`src/design/sps_pkg.sv`:
```
// ----------------------------------------------------------------------------
// sps_pkg
// types, codes and default sizes for the signal phase sequencer
// ----------------------------------------------------------------------------
`timescale 1ns / 1ps

package sps_pkg;

    // default sizes
    localparam int MAX_PHASES_DEF = 8;
    localparam int APPROACHES_DEF = 8;
    localparam int TIME_WIDTH_DEF = 16;

    // fixed field widths
    localparam int FIELD_TIME_W = 16;
    localparam int SLOT_W       = 3;
    localparam int MASK_W       = 8;
    localparam int STATES_W     = 16;
    localparam int PHASE_OUT_W  = 3;
    localparam int COUNT_W      = 4;
    localparam int PADDR_W      = 3;
    localparam int APB_DATA_W   = 32;

    // lamp codes, two bits per approach
    typedef enum logic [1:0] {
        LAMP_OFF    = 2'd0,
        LAMP_RED    = 2'd1,
        LAMP_YELLOW = 2'd2,
        LAMP_GREEN  = 2'd3
    } t_lamp;

    // input word kinds
    typedef enum logic {
        MODE_TICK = 1'b0,
        MODE_LOAD = 1'b1
    } t_mode;

    // configuration register index (paddr bit 2)
    typedef enum logic {
        REG_SIGNALS_ENABLED = 1'b0,
        REG_PHASE_COUNT     = 1'b1
    } t_reg_idx;

    // input word
    typedef struct packed {
        logic                    mode;
        logic [FIELD_TIME_W-1:0] delta_ticks;
        logic [SLOT_W-1:0]       phase_slot;
        logic [FIELD_TIME_W-1:0] green_time;
        logic [FIELD_TIME_W-1:0] clearance_time;
        logic [MASK_W-1:0]       green_mask;
    } t_in_word;

    // result word
    typedef struct packed {
        logic [STATES_W-1:0]    approach_states;
        logic [PHASE_OUT_W-1:0] active_phase;
        logic                   in_clearance;
    } t_out_word;

    // configuration seen by the sequencing logic
    typedef struct packed {
        logic               signals_enabled;
        logic [COUNT_W-1:0] phase_count;
    } t_seq_cfg;

    // phase table write control
    typedef struct packed {
        logic              wr_en;
        logic [SLOT_W-1:0] slot;
    } t_tbl_wr;

endpackage

```
`src/design/sps_table.sv`:
```
// ----------------------------------------------------------------------------
// sps_table
// phase table: green time, clearance time and green mask per phase
// ----------------------------------------------------------------------------
`timescale 1ns / 1ps

module sps_table #(
    parameter int MAX_PHASES = sps_pkg::MAX_PHASES_DEF,
    parameter int TIME_WIDTH = sps_pkg::TIME_WIDTH_DEF,
    localparam int PIW       = (MAX_PHASES > 1) ? $clog2(MAX_PHASES) : 1
) (
    input  logic                      i_clk,
    input  sps_pkg::t_tbl_wr          i_wr,
    input  logic [TIME_WIDTH-1:0]     i_green,
    input  logic [TIME_WIDTH-1:0]     i_clear,
    input  logic [sps_pkg::MASK_W-1:0] i_mask,
    input  logic [PIW-1:0]            i_time_idx,
    input  logic [PIW-1:0]            i_mask_idx,
    output logic [TIME_WIDTH-1:0]     o_green,
    output logic [TIME_WIDTH-1:0]     o_clear,
    output logic [sps_pkg::MASK_W-1:0] o_mask
);

    // only slots reachable through the slot field are stored
    localparam int TD  = (MAX_PHASES < (1 << sps_pkg::SLOT_W)) ? MAX_PHASES
                                                               : (1 << sps_pkg::SLOT_W);
    localparam int TIW = (TD > 1) ? $clog2(TD) : 1;

    logic [TIME_WIDTH-1:0]      r_green_times     [TD];
    logic [TIME_WIDTH-1:0]      r_clearance_times [TD];
    logic [sps_pkg::MASK_W-1:0] r_green_masks     [TD];

    // entry write, slots past the table are dropped
    always_ff @(posedge i_clk) begin
        if (i_wr.wr_en && (int'(i_wr.slot) < TD)) begin
            r_green_times[i_wr.slot[TIW-1:0]]     <= i_green;
            r_clearance_times[i_wr.slot[TIW-1:0]] <= i_clear;
            r_green_masks[i_wr.slot[TIW-1:0]]     <= i_mask;
        end
    end

    // times at the running phase, mask at the phase after the step
    assign o_green = (int'(i_time_idx) < TD) ? r_green_times[i_time_idx[TIW-1:0]] : '0;
    assign o_clear = (int'(i_time_idx) < TD) ? r_clearance_times[i_time_idx[TIW-1:0]] : '0;
    assign o_mask  = (int'(i_mask_idx) < TD) ? r_green_masks[i_mask_idx[TIW-1:0]] : '0;

endmodule

```
`src/design/sps_seq.sv`:
```
// ----------------------------------------------------------------------------
// sps_seq
// phase state registers, one-step update and lamp word generation
// ----------------------------------------------------------------------------
`timescale 1ns / 1ps

module sps_seq #(
    parameter int MAX_PHASES = sps_pkg::MAX_PHASES_DEF,
    parameter int APPROACHES = sps_pkg::APPROACHES_DEF,
    parameter int TIME_WIDTH = sps_pkg::TIME_WIDTH_DEF,
    localparam int PIW       = (MAX_PHASES > 1) ? $clog2(MAX_PHASES) : 1
) (
    input  logic                       i_clk,
    input  logic                       i_rst_n,
    input  logic                       i_step,
    input  sps_pkg::t_seq_cfg          i_cfg,
    input  sps_pkg::t_in_word          i_word,
    output logic [PIW-1:0]             o_time_idx,
    output logic [PIW-1:0]             o_mask_idx,
    input  logic [TIME_WIDTH-1:0]      i_green,
    input  logic [TIME_WIDTH-1:0]      i_clear,
    input  logic [sps_pkg::MASK_W-1:0] i_mask,
    output sps_pkg::t_out_word         o_result
);

    localparam int CW  = (PIW + 1 > sps_pkg::COUNT_W) ? PIW + 1 : sps_pkg::COUNT_W;
    localparam int EW  = TIME_WIDTH + 1;
    localparam int LA  = (APPROACHES < sps_pkg::MASK_W) ? APPROACHES : sps_pkg::MASK_W;

    logic [PIW-1:0] r_phase;
    logic [EW-1:0]  r_elapsed;
    logic           r_clearing;

    logic [PIW-1:0] n_phase;
    logic [EW-1:0]  n_elapsed;
    logic           n_clearing;

    logic [CW-1:0]              w_used;
    logic                       w_active;
    logic                       w_snap;
    logic [PIW-1:0]             w_eff_phase;
    logic [EW-1:0]              w_eff_elapsed;
    logic                       w_eff_clearing;
    logic [CW-1:0]              w_inc;
    logic [PIW-1:0]             w_next_phase;
    logic [EW:0]                w_sum;
    logic [EW-1:0]              w_sat;
    logic [sps_pkg::MASK_W-1:0] w_lamp_mask;
    logic [sps_pkg::STATES_W-1:0] w_states;
    sps_pkg::t_lamp             w_code;

    // phases in use, held to the table size
    assign w_used = (CW'(i_cfg.phase_count) > CW'(MAX_PHASES)) ? CW'(MAX_PHASES)
                                                               : CW'(i_cfg.phase_count);
    assign w_active = i_cfg.signals_enabled && (w_used != '0);

    // out-of-range phase snaps back to phase 0, green
    assign w_snap         = (CW'(r_phase) >= w_used);
    assign w_eff_phase    = w_snap ? '0 : r_phase;
    assign w_eff_elapsed  = w_snap ? '0 : r_elapsed;
    assign w_eff_clearing = w_snap ? 1'b0 : r_clearing;

    // wrap to phase 0 after the last phase in use
    assign w_inc        = CW'(w_eff_phase) + CW'(1);
    assign w_next_phase = (w_inc >= w_used) ? '0 : w_inc[PIW-1:0];

    // elapsed time plus delta, saturating
    assign w_sum = (EW+1)'(w_eff_elapsed) + (EW+1)'(TIME_WIDTH'(i_word.delta_ticks));
    assign w_sat = w_sum[EW] ? '1 : w_sum[EW-1:0];

    assign o_time_idx = w_eff_phase;

    // next state, at most one transition
    always_comb begin
        n_phase    = r_phase;
        n_elapsed  = r_elapsed;
        n_clearing = r_clearing;
        if (i_word.mode == sps_pkg::MODE_LOAD) begin
            n_phase    = '0;
            n_elapsed  = '0;
            n_clearing = 1'b0;
        end else if (w_active) begin
            n_phase    = w_eff_phase;
            n_elapsed  = w_sat;
            n_clearing = w_eff_clearing;
            if (!w_eff_clearing) begin
                if (w_sat >= EW'(i_green)) begin
                    n_clearing = 1'b1;
                    n_elapsed  = '0;
                end
            end else if (w_sat >= EW'(i_clear)) begin
                n_phase    = w_next_phase;
                n_elapsed  = '0;
                n_clearing = 1'b0;
            end
        end
    end

    assign o_mask_idx = n_phase;

    // a load to slot 0 supplies the mask of the restarted phase
    assign w_lamp_mask = ((i_word.mode == sps_pkg::MODE_LOAD) && (i_word.phase_slot == '0))
                       ? i_word.green_mask : i_mask;

    // lamp code per approach
    always_comb begin
        w_states = '0;
        w_code   = sps_pkg::LAMP_OFF;
        if (w_active) begin
            for (int a = 0; a < LA; a++) begin
                if (CW'(n_phase) >= w_used) begin
                    w_code = sps_pkg::LAMP_RED;
                end else if (w_lamp_mask[a]) begin
                    w_code = n_clearing ? sps_pkg::LAMP_YELLOW : sps_pkg::LAMP_GREEN;
                end else begin
                    w_code = sps_pkg::LAMP_RED;
                end
                w_states[2*a +: 2] = w_code;
            end
        end
    end

    assign o_result.approach_states = w_states;
    assign o_result.active_phase    = sps_pkg::PHASE_OUT_W'(n_phase);
    assign o_result.in_clearance    = n_clearing;

    // state commit when a word passes to the result register
    always_ff @(posedge i_clk) begin
        if (!i_rst_n) begin
            r_phase    <= '0;
            r_elapsed  <= '0;
            r_clearing <= 1'b0;
        end else if (i_step) begin
            r_phase    <= n_phase;
            r_elapsed  <= n_elapsed;
            r_clearing <= n_clearing;
        end
    end

endmodule

```
`src/design/signal_phase_sequencer.sv`:
```
// ----------------------------------------------------------------------------
// signal_phase_sequencer
// traffic signal phase sequencer with a loadable phase table
// ----------------------------------------------------------------------------
// Input channel (i_in_valid / o_in_stall / i_in_word): a tick word adds
// delta_ticks to the running interval, a load word writes one phase table
// entry and restarts at phase 0, green. Every accepted word gives exactly one
// result word on the output channel (o_out_valid / i_out_stall / o_out_word)
// holding the lamp states, phase and clearance flag after that word.
// Words pass through the input register, then the result register. Throughput:
// one word per cycle while the result is not stalled; the whole update (one
// add, two compares, the phase wrap and the lamp word) is a single
// combinational pass between the two registers.
// Stalls: while the result is stalled the block still takes one more word
// into its input register, then raises o_in_stall until the result is taken.
// Reset (i_rst_n low, synchronous) clears both valid flags, the phase state
// and the APB registers (signals disabled, no phases); table contents are
// kept. APB writes are expected only while no word is in flight.
// ----------------------------------------------------------------------------
`timescale 1ns / 1ps

module signal_phase_sequencer #(
    parameter int MAX_PHASES = sps_pkg::MAX_PHASES_DEF,
    parameter int APPROACHES = sps_pkg::APPROACHES_DEF,
    parameter int TIME_WIDTH = sps_pkg::TIME_WIDTH_DEF
) (
    input  logic                           i_clk,
    input  logic                           i_rst_n,
    input  logic                           i_in_valid,
    output logic                           o_in_stall,
    input  sps_pkg::t_in_word              i_in_word,
    output logic                           o_out_valid,
    input  logic                           i_out_stall,
    output sps_pkg::t_out_word             o_out_word,
    input  logic                           psel,
    input  logic                           penable,
    input  logic                           pwrite,
    input  logic [sps_pkg::PADDR_W-1:0]    paddr,
    input  logic [sps_pkg::APB_DATA_W-1:0] pwdata,
    output logic [sps_pkg::APB_DATA_W-1:0] prdata,
    output logic                           pready
);

    localparam int PIW = (MAX_PHASES > 1) ? $clog2(MAX_PHASES) : 1;

    logic                            r_signals_enabled;
    logic [sps_pkg::COUNT_W-1:0]     r_phase_count;
    logic                            r_in_valid;
    sps_pkg::t_in_word               r_in_word;
    logic                            r_out_valid;
    sps_pkg::t_out_word              r_out_word;

    logic                            w_out_free;
    logic                            w_step;
    sps_pkg::t_reg_idx               w_reg_idx;
    sps_pkg::t_seq_cfg               w_cfg;
    sps_pkg::t_tbl_wr                w_tbl_wr;
    sps_pkg::t_out_word              w_result;
    logic [PIW-1:0]                  w_time_idx;
    logic [PIW-1:0]                  w_mask_idx;
    logic [TIME_WIDTH-1:0]           w_green;
    logic [TIME_WIDTH-1:0]           w_clear;
    logic [sps_pkg::MASK_W-1:0]      w_mask;

    // apb register file
    assign pready    = 1'b1;
    assign w_reg_idx = sps_pkg::t_reg_idx'(paddr[2]);

    always_ff @(posedge i_clk) begin
        if (!i_rst_n) begin
            r_signals_enabled <= 1'b0;
            r_phase_count     <= '0;
        end else if (psel && penable && pwrite && pready) begin
            unique case (w_reg_idx)
                sps_pkg::REG_SIGNALS_ENABLED: begin
                    r_signals_enabled <= pwdata[0];
                end
                sps_pkg::REG_PHASE_COUNT: begin
                    r_phase_count <= pwdata[sps_pkg::COUNT_W-1:0];
                end
            endcase
        end
    end

    always_comb begin
        unique case (w_reg_idx)
            sps_pkg::REG_SIGNALS_ENABLED: begin
                prdata = sps_pkg::APB_DATA_W'(r_signals_enabled);
            end
            sps_pkg::REG_PHASE_COUNT: begin
                prdata = sps_pkg::APB_DATA_W'(r_phase_count);
            end
        endcase
    end

    // handshake: the result register frees when empty or taken
    assign w_out_free = !r_out_valid || !i_out_stall;
    assign w_step     = r_in_valid && w_out_free;
    assign o_in_stall = r_in_valid && !w_out_free;

    // input register
    always_ff @(posedge i_clk) begin
        if (!i_rst_n) begin
            r_in_valid <= 1'b0;
        end else if (!o_in_stall) begin
            r_in_valid <= i_in_valid;
        end
    end

    always_ff @(posedge i_clk) begin
        if (!o_in_stall && i_in_valid) begin
            r_in_word <= i_in_word;
        end
    end

    // result register
    always_ff @(posedge i_clk) begin
        if (!i_rst_n) begin
            r_out_valid <= 1'b0;
        end else if (w_out_free) begin
            r_out_valid <= w_step;
        end
    end

    always_ff @(posedge i_clk) begin
        if (w_step) begin
            r_out_word <= w_result;
        end
    end

    assign o_out_valid = r_out_valid;
    assign o_out_word  = r_out_word;

    // phase table and sequencing
    assign w_cfg.signals_enabled = r_signals_enabled;
    assign w_cfg.phase_count     = r_phase_count;
    assign w_tbl_wr.wr_en        = w_step && (r_in_word.mode == sps_pkg::MODE_LOAD);
    assign w_tbl_wr.slot         = r_in_word.phase_slot;

    sps_table #(
        .MAX_PHASES (MAX_PHASES),
        .TIME_WIDTH (TIME_WIDTH)
    ) u_table (
        .i_clk      (i_clk),
        .i_wr       (w_tbl_wr),
        .i_green    (TIME_WIDTH'(r_in_word.green_time)),
        .i_clear    (TIME_WIDTH'(r_in_word.clearance_time)),
        .i_mask     (r_in_word.green_mask),
        .i_time_idx (w_time_idx),
        .i_mask_idx (w_mask_idx),
        .o_green    (w_green),
        .o_clear    (w_clear),
        .o_mask     (w_mask)
    );

    sps_seq #(
        .MAX_PHASES (MAX_PHASES),
        .APPROACHES (APPROACHES),
        .TIME_WIDTH (TIME_WIDTH)
    ) u_seq (
        .i_clk      (i_clk),
        .i_rst_n    (i_rst_n),
        .i_step     (w_step),
        .i_cfg      (w_cfg),
        .i_word     (r_in_word),
        .o_time_idx (w_time_idx),
        .o_mask_idx (w_mask_idx),
        .i_green    (w_green),
        .i_clear    (w_clear),
        .i_mask     (w_mask),
        .o_result   (w_result)
    );

endmodule

```
`config.mk`:
```
export PLATFORM = sky130hd
export DESIGN_NAME = signal_phase_sequencer
export DESIGN_NICKNAME = d
export VERILOG_FILES = /design/src/design/sps_pkg.sv /design/src/design/sps_table.sv /design/src/design/sps_seq.sv /design/src/design/signal_phase_sequencer.sv
export SDC_FILE = /design/constraint.sdc
export NUM_CORES = 1
export LEC_CHECK = 0
export ABC_AREA = 1
export BUFFER_PORTS_ARGS = -buffer_cell sky130_fd_sc_hd__buf_4
export CELL_PAD_IN_SITES_DETAIL_PLACEMENT = 1
export CELL_PAD_IN_SITES_GLOBAL_PLACEMENT = 2
export CORE_ASPECT_RATIO = 1.4
export CORE_UTILIZATION = 33
export DETAILED_ROUTE_END_ITERATION = 8
export PLACE_DENSITY_LB_ADDON = 0.25
export SLEW_MARGIN = 40
export SYNTH_ARGS = -nofsm -noshare
export SYNTH_HDL_FRONTEND = slang
export SYNTH_HIERARCHICAL = 1
export SYNTH_SLANG_ARGS = --single-unit
```
`constraint.sdc`:
```
create_clock -name i_clk -period 18.3 [get_ports i_clk]
set_input_delay 3.66 -clock i_clk [delete_from_list [all_inputs] [get_ports i_clk]]
set_output_delay 3.66 -clock i_clk [all_outputs]
set_load 0.005 [all_outputs]
```
# Yosys cells after proc, flatten, opt, wreduce, memory -nomap -nowiden

Memory sizes are Yosys's and may differ from the RTL's.
Cells that the tools add are included.

Register bits: 108
Bits in latches: 0
Bits in writable memories: 320
Memory bits (read-only): 0
Output and inout bits: 55
Memories: 3

Memory list:

| name                      | words | bits a word | rd ports | clocked after Yosys merged registers in | wr ports | RTL line        | text |
|---|---|---|---|---|---|---|---|
| u_table.r_clearance_times | 8     | 16          | 1        | 0                                       | 1        | sps_table.sv:30 | `logic [TIME_WIDTH-1:0] r_clearance_times [TD];` |
| u_table.r_green_times     | 8     | 16          | 1        | 0                                       | 1        | sps_table.sv:29 | `logic [TIME_WIDTH-1:0] r_green_times [TD];` |
| u_table.r_green_masks     | 8     | 8           | 1        | 0                                       | 1        | sps_table.sv:31 | `logic [sps_pkg::MASK_W-1:0] r_green_masks [TD];` |

$add $sub $neg: 2
$mul: 0
Divide/modulo/power cells: 0
Order comparisons: 6
Equal/unequal tests: 0
Shifts and indexed selects: 0
Muxes and demuxes: 41
Bitwise logic cells: 10
Reductions and logical operators: 27

Operators with widths:

| cell                  | count |
|---|---|
| $mux W17              | 7 |
| $pmux W32 S2          | 1 |
| $ge A17 B16 Y1        | 2 |
| $mux W1               | 25 |
| $reduce_or A3 Y1      | 8 |
| $add A17 B16 Y18      | 1 |
| $mux W3               | 6 |
| $not A1 Y1            | 10 |
| $ge A3 B4 Y1          | 2 |
| $logic_and A1 B1 Y1   | 8 |
| $mux W8               | 1 |
| $reduce_and A2 Y1     | 3 |
| $add A3 B1 Y4 const B | 1 |
| $ge A4 B4 Y1          | 1 |
| $gt A4 B4 Y1 const B  | 1 |
| $logic_not A1 Y1      | 4 |
| $mux W4               | 1 |
| $reduce_bool A4 Y1    | 1 |
| $logic_not A3 Y1      | 1 |
| $reduce_bool A2 Y1    | 1 |
| $logic_or A1 B1 Y1    | 1 |

# Logic depth before layout (Yosys ltp)

Gate-level depths: netlist of the first run.
An unclocked memory read counts as a cell.

Depth after elaboration: 15
Mapped depth: 51
Depth with buffers taken out: 47

# By module

Netlist of the first run, hierarchy kept.

Modules (own cells, without submodules):

| module                 | instances | cells each | area an instance (µm²) | seq. area each (µm²) |
|---|---|---|---|---|
| sps_table              | 1         | 1402       | 13983.4                | 9609.2 |
| sps_seq                | 1         | 554        | 3542.1                 | 420.4 |
| signal_phase_sequencer | 1         | 170        | 3017.9                 | 2542.4 |

# Least setup slack after synthesis of the first run

OpenSTA, ideal clock, no wires.

Kind: input-to-output
From: input paddr[2] (netlist name)
To: output prdata[0] (netlist name)
Arrival time: 3.950 ns
Required time: 14.640 ns
Slack: 10.690 ns
Stages on the path: 4
Path buffers: 1
Path through: buf_6 > inv_6 > nand2_1 > nand2_1

Cells in the longest elaborated chain, start to end: 2

Ends and longest elaborated chain:

| item                 | RTL line                     | text |
|---|---|---|
| from (decl)          | signal_phase_sequencer.sv:38 | `input logic [sps_pkg::PADDR_W-1:0] paddr,` |
| $not A1 Y1 (no line) | -                            |  |
| $pmux W32 S2 (*)     | signal_phase_sequencer.sv:86 | `unique case (w_reg_idx)` |
| to (decl)            | signal_phase_sequencer.sv:40 | `output logic [sps_pkg::APB_DATA_W-1:0] prdata,` |

Mark *: on every way between the ends. The rest lies on a longest branch, timed or not. The select of a mux whose other input is x is not followed.

# Worst setup path after layout of the first run

From: register r_phase_count[3] (netlist name)
To: register r_out_word (netlist bit o_out_word[8]), data pin

Elaborated cells between the ends (all ways): 32
Those cells by class: add/sub (2); order compare (6); mux (19); reduce/logical (2); memory (3)

RTL lines:

| item                    | RTL line                      | text |
|---|---|---|
| from (decl)             | signal_phase_sequencer.sv:47  | `logic [sps_pkg::COUNT_W-1:0] r_phase_count;` |
| from (signal assigned)  | signal_phase_sequencer.sv:79  | `r_phase_count <= pwdata[sps_pkg::COUNT_W-1:0];` |
| $gt A4 B4 Y1            | sps_seq.sv:53                 | `assign w_used = (CW'(i_cfg.phase_count) > CW'(MAX_PHASES)) ? CW'(MAX_PHASES)` |
| $mux W4 (*)             | sps_seq.sv:53                 |  |
| $ge A3 B4 Y1 (*)        | sps_seq.sv:58                 | `assign w_snap = (CW'(r_phase) >= w_used);` |
| $mux W3 (*)             | sps_seq.sv:59                 | `assign w_eff_phase = w_snap ? '0 : r_phase;` |
| named net w_time_idx[0] | signal_phase_sequencer.sv:59  | `logic [PIW-1:0] w_time_idx;` |
| $mem_v2 Z8 W16 (*)      | -                             |  |
| named net w_clear[1]    | signal_phase_sequencer.sv:62  | `logic [TIME_WIDTH-1:0] w_clear;` |
| $ge A17 B16 Y1 (*)      | sps_seq.sv:91                 | `end else if (w_sat >= EW'(i_clear)) begin` |
| $mux W3 (*)             | sps_seq.sv:91                 |  |
| $mux W3 (*)             | sps_seq.sv:86                 | `if (!w_eff_clearing) begin` |
| $mux W3 (*)             | sps_seq.sv:82                 | `end else if (w_active) begin` |
| $mux W3 (*)             | sps_seq.sv:78                 | `if (i_word.mode == sps_pkg::MODE_LOAD) begin` |
| named net w_mask_idx[0] | signal_phase_sequencer.sv:60  | `logic [PIW-1:0] w_mask_idx;` |
| $mem_v2 Z8 W8           | -                             |  |
| $mux W8                 | sps_seq.sv:103                | `? i_word.green_mask : i_mask;` |
| $mux W1                 | sps_seq.sv:113                | `end else if (w_lamp_mask[a]) begin` |
| $mux W1 (*)             | sps_seq.sv:111                | `if (CW'(n_phase) >= w_used) begin` |
| to (signal assigned)    | signal_phase_sequencer.sv:127 | `r_out_word <= w_result;` |
| to (decl)               | signal_phase_sequencer.sv:51  | `sps_pkg::t_out_word r_out_word;` |

The timed path passes the listed nets; every way through them passes the cells marked *.
A chain may end at the register's enable or synchronous reset.

==> results of run 1 <==
==> sequential cells by signal (all words and copies together) (netlist names), 3 cells and up <==
register                   flops
o_out_word                    20
r_in_word                     60
r_phase_count                  4
u_seq/r_elapsed               17
u_seq/r_phase                  3
u_table/r_clearance_times    128
u_table/r_green_masks         64
u_table/r_green_times        128
==> area by class of cell <==
type                            count  area [um^2]  share of cell area, %
Sequential cell                   428        12600                   53.5
Clock buffer                       60         1270                   5.43
Tap cell                          817         1020                   4.35
Timing Repair Buffer              120          950                   4.04
Inverter                          446         1680                   7.16
Clock inverter                     26          156                  0.666
Multi-Input combinational cell   1176         5830                   24.8
==> layout by cell type (no fill, tap or decap), types with 15 or more instances in the layout <==
cell type,netlist,layout
a21oi_1,48,47
buf_4,49,114
clkbuf_16,0,47
clkinv_1,1,15
conb_1,2,29
dfxtp_1,28,28
edfxtp_1,400,400
ha_1,59,59
inv_1,438,434
nand2_1,661,660
nand3_1,190,190
nand3_2,16,16
nor2_1,66,55
==> logic make-up after synthesis <==
kind of cell    share of synthesized area [%]
compound gates                           2.64
xor+xnor                                0.298
fa+ha+maj                                3.69
buf+inv                                  11.3
flops                                    61.2
mux                                     0.390
other cells                            0.0366
simple gates                             20.4
==> layer usage <==
metal	vias to the layer above	share of wire (%)	global-route usage, %
met5	-	0	0
met2	187	53	32.2
met4	0	1.8	4.35
li1	6854	-	-
met1	6769	42	20.9
met3	62	3.3	2.34
==> where the power goes <==
part           internal (W)  switching, W
clock network      0.000505      0.000379
registers           0.00109     0.0000143
logic             0.0000451     0.0000939
total               0.00164      0.000488
==> path summary, 6_finish.rpt <==
check                                                        to  slack, ns
worst max-delay path                    o_out_word[8]$_DFFE_PP_      10.11
worst min-delay path            u_seq/r_elapsed[4]$_SDFFE_PN0P_       0.47
worst max register to register          o_out_word[8]$_DFFE_PP_      10.11
worst min register to register  u_seq/r_elapsed[4]$_SDFFE_PN0P_       0.47
==> critical path, delay by kind of cell (launching register included) <==
kind / cells / cell delay [ns]
AND/OR/NAND/NOR: 25 / 3.01
buffers and inverters: 9 / 2.67
AO/OA/AOI/OAI: 4 / 0.90
adder cells (fa/ha/maj): 3 / 0.85
flip-flops: 1 / 0.48
==> per-stage QoR <==
| step | hold WS (ns) | total power, W | instances | cell area (um^2) |
|---|---|---|---|---|
| CTS | 0.468 | 0.00216 | 3072 | 23500 |
| detailed placement | 0.459 | 0.00127 | 2986 | 22000 |
| finish | 0.468 | 0.00213 | 3073 | 23500 |
| floorplan | 0.445 | 0.00121 | 2153 | 20600 |
| global placement | 0.455 | 0.00126 | 2984 | 22000 |
| global route | 0.483 | 0.00221 | 3073 | 23500 |
==> key figures, run 1 <==
Status
  – Status: complete, no violations

Setup path
  – Critical path origin: r_phase_count[3]$_SDFFE_PN0P_
  – Max incr delay on CP: 0.79 ns
  – Worst Path Arrival: 8.61 ns
  – Critical-path maximum fanout: 83
  – Worst r2r src: r_phase_count[3]$_SDFFE_PN0P_
  – CP required: 18.71 ns
  – R2R cell count: a little over 40
  – Most common cell on crit path: nand2_1
  – Worst setup SP type: flop
  – CP Class: reg2reg
  – CP endpoint kind: flop
  – Cell at the slowest stage of the critical path: clkinv_2

Synth
  – Synth Register Bits: 428
  – Mapped Cells: 2126
  – Seq/Total Area, Yosys: 61.2%
  – Yosys cell types: 48
  – Count leader, synth: nand2_1
  – Synth area leaders: edfxtp_1, nand2_1, inv_1, nand3_1, ha_1
  – Cell area after synthesis: 0.0205 mm^2
  – Top post-synthesis cells by count: nand2_1, inv_1, edfxtp_1
  – Post-synth EDFFs: 400
  – Area leader, netlist: edfxtp_1
  – Synthesized area per cell: around 9.7 um^2
  – Ys Warns: 6
  – Share of the synthesized area in the top cell type: 58.5%
  – Post-synth ARST share: 0%
  – Top_reg_cell synth: edfxtp_1

STA
  – Max-slew violations: 0
  – Setup TNS: 0 ns
  – Relative slew slack: ~44%
  – # setup viols final: 0
  – Final Hold Fails: 0
  – Final period util: 44.8%
  – Clock Skew: 0.0210 ns
  – Fmax: approximately 0.12 GHz
  – Min Tclk post-route: ~8.2 ns
  – RSZ-0062 raised after global routing: no
  – Final WS setup: 10.11 ns
  – Slew @ Worst Pin: 0.834 ns

Route
  – Via count: 13900
  – DRC violations left: 0
  – Post-route ant nets: 0
  – DR vias/cell: 4.51
  – Initial drt markers: 547
  – Wire length per cell: between 15 and 20 um
  – DRT Pass-1 Iters: 5
  – Final wirelength: 53600 um

Placed design
  – I/O Buffers: 97
  – Final Wtd Congestion: 0.763
  – Setup WS pre-CTS: 9.84 ns
  – Detailed Place HPWL: 33700 um

Worst hold path
  – Worst hold stages: 2
  – Hold Path Class: reg2reg
  – Min-delay src: u_seq/r_elapsed[4]$_SDFFE_PN0P_

Global routing
  – Vias in the first global route: approximately 15000
  – GRT overflow: 0
  – Number of antenna violations at the first check in global routing: 0
  – Largest net degree at the start of global routing: 84
  – First-pass GRT wire length: 83800 um
  – GR Util All Layers: roughly 17%

Clock network
  – Cts bufs inserted: 47
  – Post-CTS setup buffer count: 0
  – Worst-path clk slew: around 0.05 ns
  – CTS tree: built
  – Hold buffer count at CTS: 0
  – Clock root buffer: clkbuf_16
  – Sink Count: 428
  – Number of gates resized after CTS: 0
  – Longest Clk Path Bufs: 3
  – Clk_lat worst skew: 0.59 ns
  – H-Tree Depth: 2

Die
  – Rows: roughly 110
  – Die height: 297 um
  – DIE AREA: 0.0633 mm^2
  – Starting Density: 33.6%
  – Core outline area: 0.0612 mm^2
  – Die X: 213 um
  – I/O pin count: about 160

Layout
  – Diodes inserted: 0
  – Fin nets: 2381
  – Area Growth Syn to Fin: 14.3%
  – Share of cells above drive strength 1: 12.0%
  – Filler Cell Count: 6938
  – Final core occ: a little under two fifths

Flow run
  – Max_cap viols: 0

Pwr
  – Worst VDD drop: roughly 0.059 mV
  – Power per Cell Area: around 91 mW/mm^2
  – Leak Pwr: 10.6 nW
Note: power is estimated with default switching activity, not from simulation.
==> inputs of run 2 (changes only) <==
--- a/config.mk
+++ b/config.mk
@@ -5,7 +5,7 @@
 export SDC_FILE = /design/constraint.sdc
 export NUM_CORES = 1
 export LEC_CHECK = 0
-export ABC_AREA = 1
+export ABC_AREA = 0
 export BUFFER_PORTS_ARGS = -buffer_cell sky130_fd_sc_hd__buf_4
 export CELL_PAD_IN_SITES_DETAIL_PLACEMENT = 1
 export CELL_PAD_IN_SITES_GLOBAL_PLACEMENT = 2
==> constraint.sdc (replaced) <==
create_clock -name i_clk -period 6.6 [get_ports i_clk]
set_input_delay 1.32 -clock i_clk [delete_from_list [all_inputs] [get_ports i_clk]]
set_output_delay 1.32 -clock i_clk [all_outputs]
set_load 0.005 [all_outputs]
==> key figures, run 2 <==
Global routing
  – Largest net degree at the start of global routing: 37 (was 84)
  – First-pass GRT wire length: 67800 um (was 83800 um)
  – Vias in the first global route: 11200 (was 14900)
  – Number of antenna violations at the first check in global routing: 0 (unchanged)
  – GRT overflow: 0 (unchanged)
  – GR Util All Layers: 15.9% (was 17.4%)

Die
  – Rows: 102 (was 107)
  – Die X: 203 um (was 213 um)
  – DIE AREA: 0.0573 mm^2 (was 0.0633 mm^2)
  – Core outline area: 0.0555 mm^2 (was 0.0612 mm^2)
  – Starting Density: 33.5% (was 33.6%)
  – Die height: 283 um (was 297 um)
  – I/O pin count: 157 (unchanged)

Synth
  – Count leader, synth: edfxtp_1 (was nand2_1)
  – Synthesized area per cell: 17.3 um^2 (was 9.66 um^2)
  – Adder-Cell Fraction of Synth Area: 4.08% (was 3.69%)
  – Area leader, netlist: edfxtp_1 (unchanged)
  – Top_reg_cell synth: edfxtp_1 (unchanged)
  – Top post-synthesis cells by count: edfxtp_1, ha_1, mux4_1 (was nand2_1, inv_1, edfxtp_1)
  – Simple-Gate Fraction of Synth Area: 5.12% (was 20.4%)
  – Synth Register Bits: 428 (unchanged)
  – Main combinational cell family by area after synthesis: multiplexers (was simple AND/OR/NAND/NOR gates)
  – Post-synth ARST share: 0% (unchanged)
  – Mapped Cells: 1072 (was 2126)
  – Post-synth EDFFs: 400 (unchanged)
  – Seq/Total Area, Yosys: 67.6% (was 61.2%)
  – Yosys cell types: 70 (was 48)
  – Proportion of synthesized area in mux cells: 14.2% (was 0.390%)
  – Share of the synthesized area in the top cell type: 64.6% (was 58.5%)
  – Ys Warns: 6 (unchanged)
  – Post-synthesis compound-gate area fraction: 4.56% (was 2.64%)
  – Cell area after synthesis: 0.0186 mm^2 (was 0.0205 mm^2)
  – Synth area leaders: edfxtp_1, mux4_1, ha_1, dfxtp_1, mux4_2 (was edfxtp_1, nand2_1, inv_1, nand3_1, ha_1)
  – Xor and xnor area share after synthesis: 0.659% (was 0.298%)

Layout
  – Fin nets: 1508 (was 2381)
  – Diodes inserted: 0 (unchanged)
  – Commonest non-fill, non-tap cell in the layout: edfxtp_1 (was nand2_1)
  – Area Growth Syn to Fin: 26.0% (was 14.3%)
  – Most frequent cells in the layout: edfxtp_1, buf_4, mux4_1 (was nand2_1, inv_1, edfxtp_1)
  – Final core occ: 42.2% (was 38.4%)
  – Share of cells above drive strength 1: 37.2% (was 12.0%)

Setup path
  – Critical-path maximum fanout: 8 (was 83)
  – Max incr delay on CP: 0.49 ns (was 0.79 ns)
  – Worst Path Arrival: 6.84 ns (was 8.61 ns)
  – Most common cell on crit path: nor2_4 (was nand2_1)
  – Cell at the slowest stage of the critical path: mux4_2 (was clkinv_2)
  – CP endpoint kind: flop (unchanged)
  – CP required: 6.94 ns (was 18.71 ns)
  – Worst setup SP type: flop (unchanged)
  – CP Class: reg2reg (unchanged)

STA
  – Setup TNS: 0 ns (unchanged)
  – Relative slew slack: 47.3% (was 44.4%)
  – Final Hold Fails: 0 (unchanged)
  – Max-slew violations: 0 (unchanged)
  – Slew @ Worst Pin: 0.789 ns (was 0.834 ns)
  – Tightest hold margin: 0.442 ns (was 0.468 ns)
  – # setup viols final: 0 (unchanged)
  – RSZ-0062 raised after global routing: yes (was no)
  – Final WS setup: 0.0969 ns (was 10.11 ns)
  – Fmax: 0.154 GHz (was 0.122 GHz)
  – Final period util: 98.5% (was 44.8%)
  – Min Tclk post-route: 6.50 ns (was 8.19 ns)
  – Clock Skew: 0.0187 ns (was 0.0210 ns)

Route
  – DRT Pass-1 Iters: 4 (was 5)
  – DR vias/cell: 4.87 (was 4.51)
  – Post-route ant nets: 0 (unchanged)
  – Final wirelength: 45300 um (was 53600 um)
  – Initial drt markers: 425 (was 547)
  – Wire length per cell: 21.5 um (was 17.4 um)
  – Via count: 10300 (was 13900)
  – DRC violations left: 0 (unchanged)

Clock network
  – Sink Count: 428 (unchanged)
  – Longest Clk Path Bufs: 3 (unchanged)
  – Hold buffer count at CTS: 0 (unchanged)
  – Worst-path clk slew: 0.06 ns (was 0.05 ns)
  – Clk_lat worst skew: 0.59 ns (about the same)
  – CTS tree: built (unchanged)
  – H-Tree Depth: 2 (unchanged)
  – Clock root buffer: clkbuf_16 (unchanged)
  – Cts bufs inserted: 45 (was 47)

Placed design
  – Setup WS pre-CTS: -0.676 ns (was 9.84 ns)
  – Detailed Place HPWL: 29800 um (was 33700 um)
  – Final Wtd Congestion: 0.770 (was 0.763)
  – I/O Buffers: 97 (unchanged)

Pwr
  – Worst VDD drop: 0.161 mV (was 0.0594 mV)
  – Leak Pwr: 8.42 nW (was 10.6 nW)
  – Power per Cell Area: 246 mW/mm^2 (was 90.5 mW/mm^2)
  – Power, Total: 0.00577 W (was 0.00213 W)

Status
  – Status: complete, no violations (unchanged)

Worst hold path
  – Hold Path Class: reg2reg (unchanged)

Flow run
  – Max_cap viols: 0 (unchanged)
[run 2: changes by cell type after synthesis, sizes merged, moves of 9 or more]
cell,previous run,this run
a21oi,61,26
buf,90,55
inv,445,58
mux2,0,41
mux4,0,80
nand2,670,49
nand2b,0,9
nand3,206,12
nor2,71,46
nor2b,0,26
o21ai,13,37
xnor2,0,11
[run 2: what timing repair did]
item,in CTS,in global routing
hold endpoints to repair,0,0
pin swaps,34,38
setup buffers,20,9
resized for setup,76,48
setup endpoints to repair,16,34
cloned,2,0
[run 2: power by group]
group / internal (W) / leakage (nW) / switching [W] / total [W]
registers: 0.00301 / 3.90 / 0.0000415 / 0.00305
clock network: 0.00138 / 0.711 / 0.00111 / 0.00249
logic: 0.000110 / 3.82 / 0.000118 / 0.000229
[run 2: worst paths after layout]
path                                         start                          endpoint  slack (ns)  cells past startpoint
hold / removal    u_seq/r_elapsed[15]$_SDFFE_PN0P_  u_seq/r_elapsed[15]$_SDFFE_PN0P_        0.44                      2
setup reg to reg     r_phase_count[3]$_SDFFE_PN0P_          o_out_word[19]$_DFFE_PP_         0.1                     31
hold reg to reg   u_seq/r_elapsed[15]$_SDFFE_PN0P_  u_seq/r_elapsed[15]$_SDFFE_PN0P_        0.44                      2
setup / recovery     r_phase_count[3]$_SDFFE_PN0P_          o_out_word[19]$_DFFE_PP_         0.1                     31
[run 2: critical path, delay by kind of cell (launching register included)]
| kind | cells | cell delay [ns] |
|---|---|---|
| AO/OA/AOI/OAI | 7 | 1.44 |
| adder cells (fa/ha/maj) | 3 | 0.74 |
| buffers and inverters | 6 | 0.85 |
| flip-flops | 1 | 0.36 |
| multiplexers | 3 | 1.02 |
| AND/OR/NAND/NOR | 12 | 1.81 |
[run 2: layer usage]
metal	wire length, um	global-route usage, %	part of all wire [%]	vias up
met1	19000	19.2	42	5291
met2	23900	29.0	53	168
met3	1290	2.35	2.8	59
li1	-	-	-	4735
met5	0	0	0	-
met4	1080	5.13	2.4	0
[run 2: logic make-up after synthesis]
logic type | count (synthesis)
flops | 428
simple gates | 184
mux | 136
buf+inv | 125
compound gates | 123
fa+ha+maj | 60
xor+xnor | 14
other cells | 2
[run 2: per-stage QoR]
stage / std cells / area, um^2
final: 2106 / 23400
after global routing: 2106 / 23400
after CTS: 2097 / 23100
after detailed placement: 1996 / 21200
after global placement: 1991 / 21000
after floorplan: 1099 / 18700
[run 2: layout make-up]
type                    instances  area (um^2)
inverters                      58          218
multi-input cells             546         6070
repair buffers                267         2220
clock inverters                32          303
clock buffers                  47         1130
well taps                     728          911
fillers                      5426        32100
flip-flops and latches        428        12600
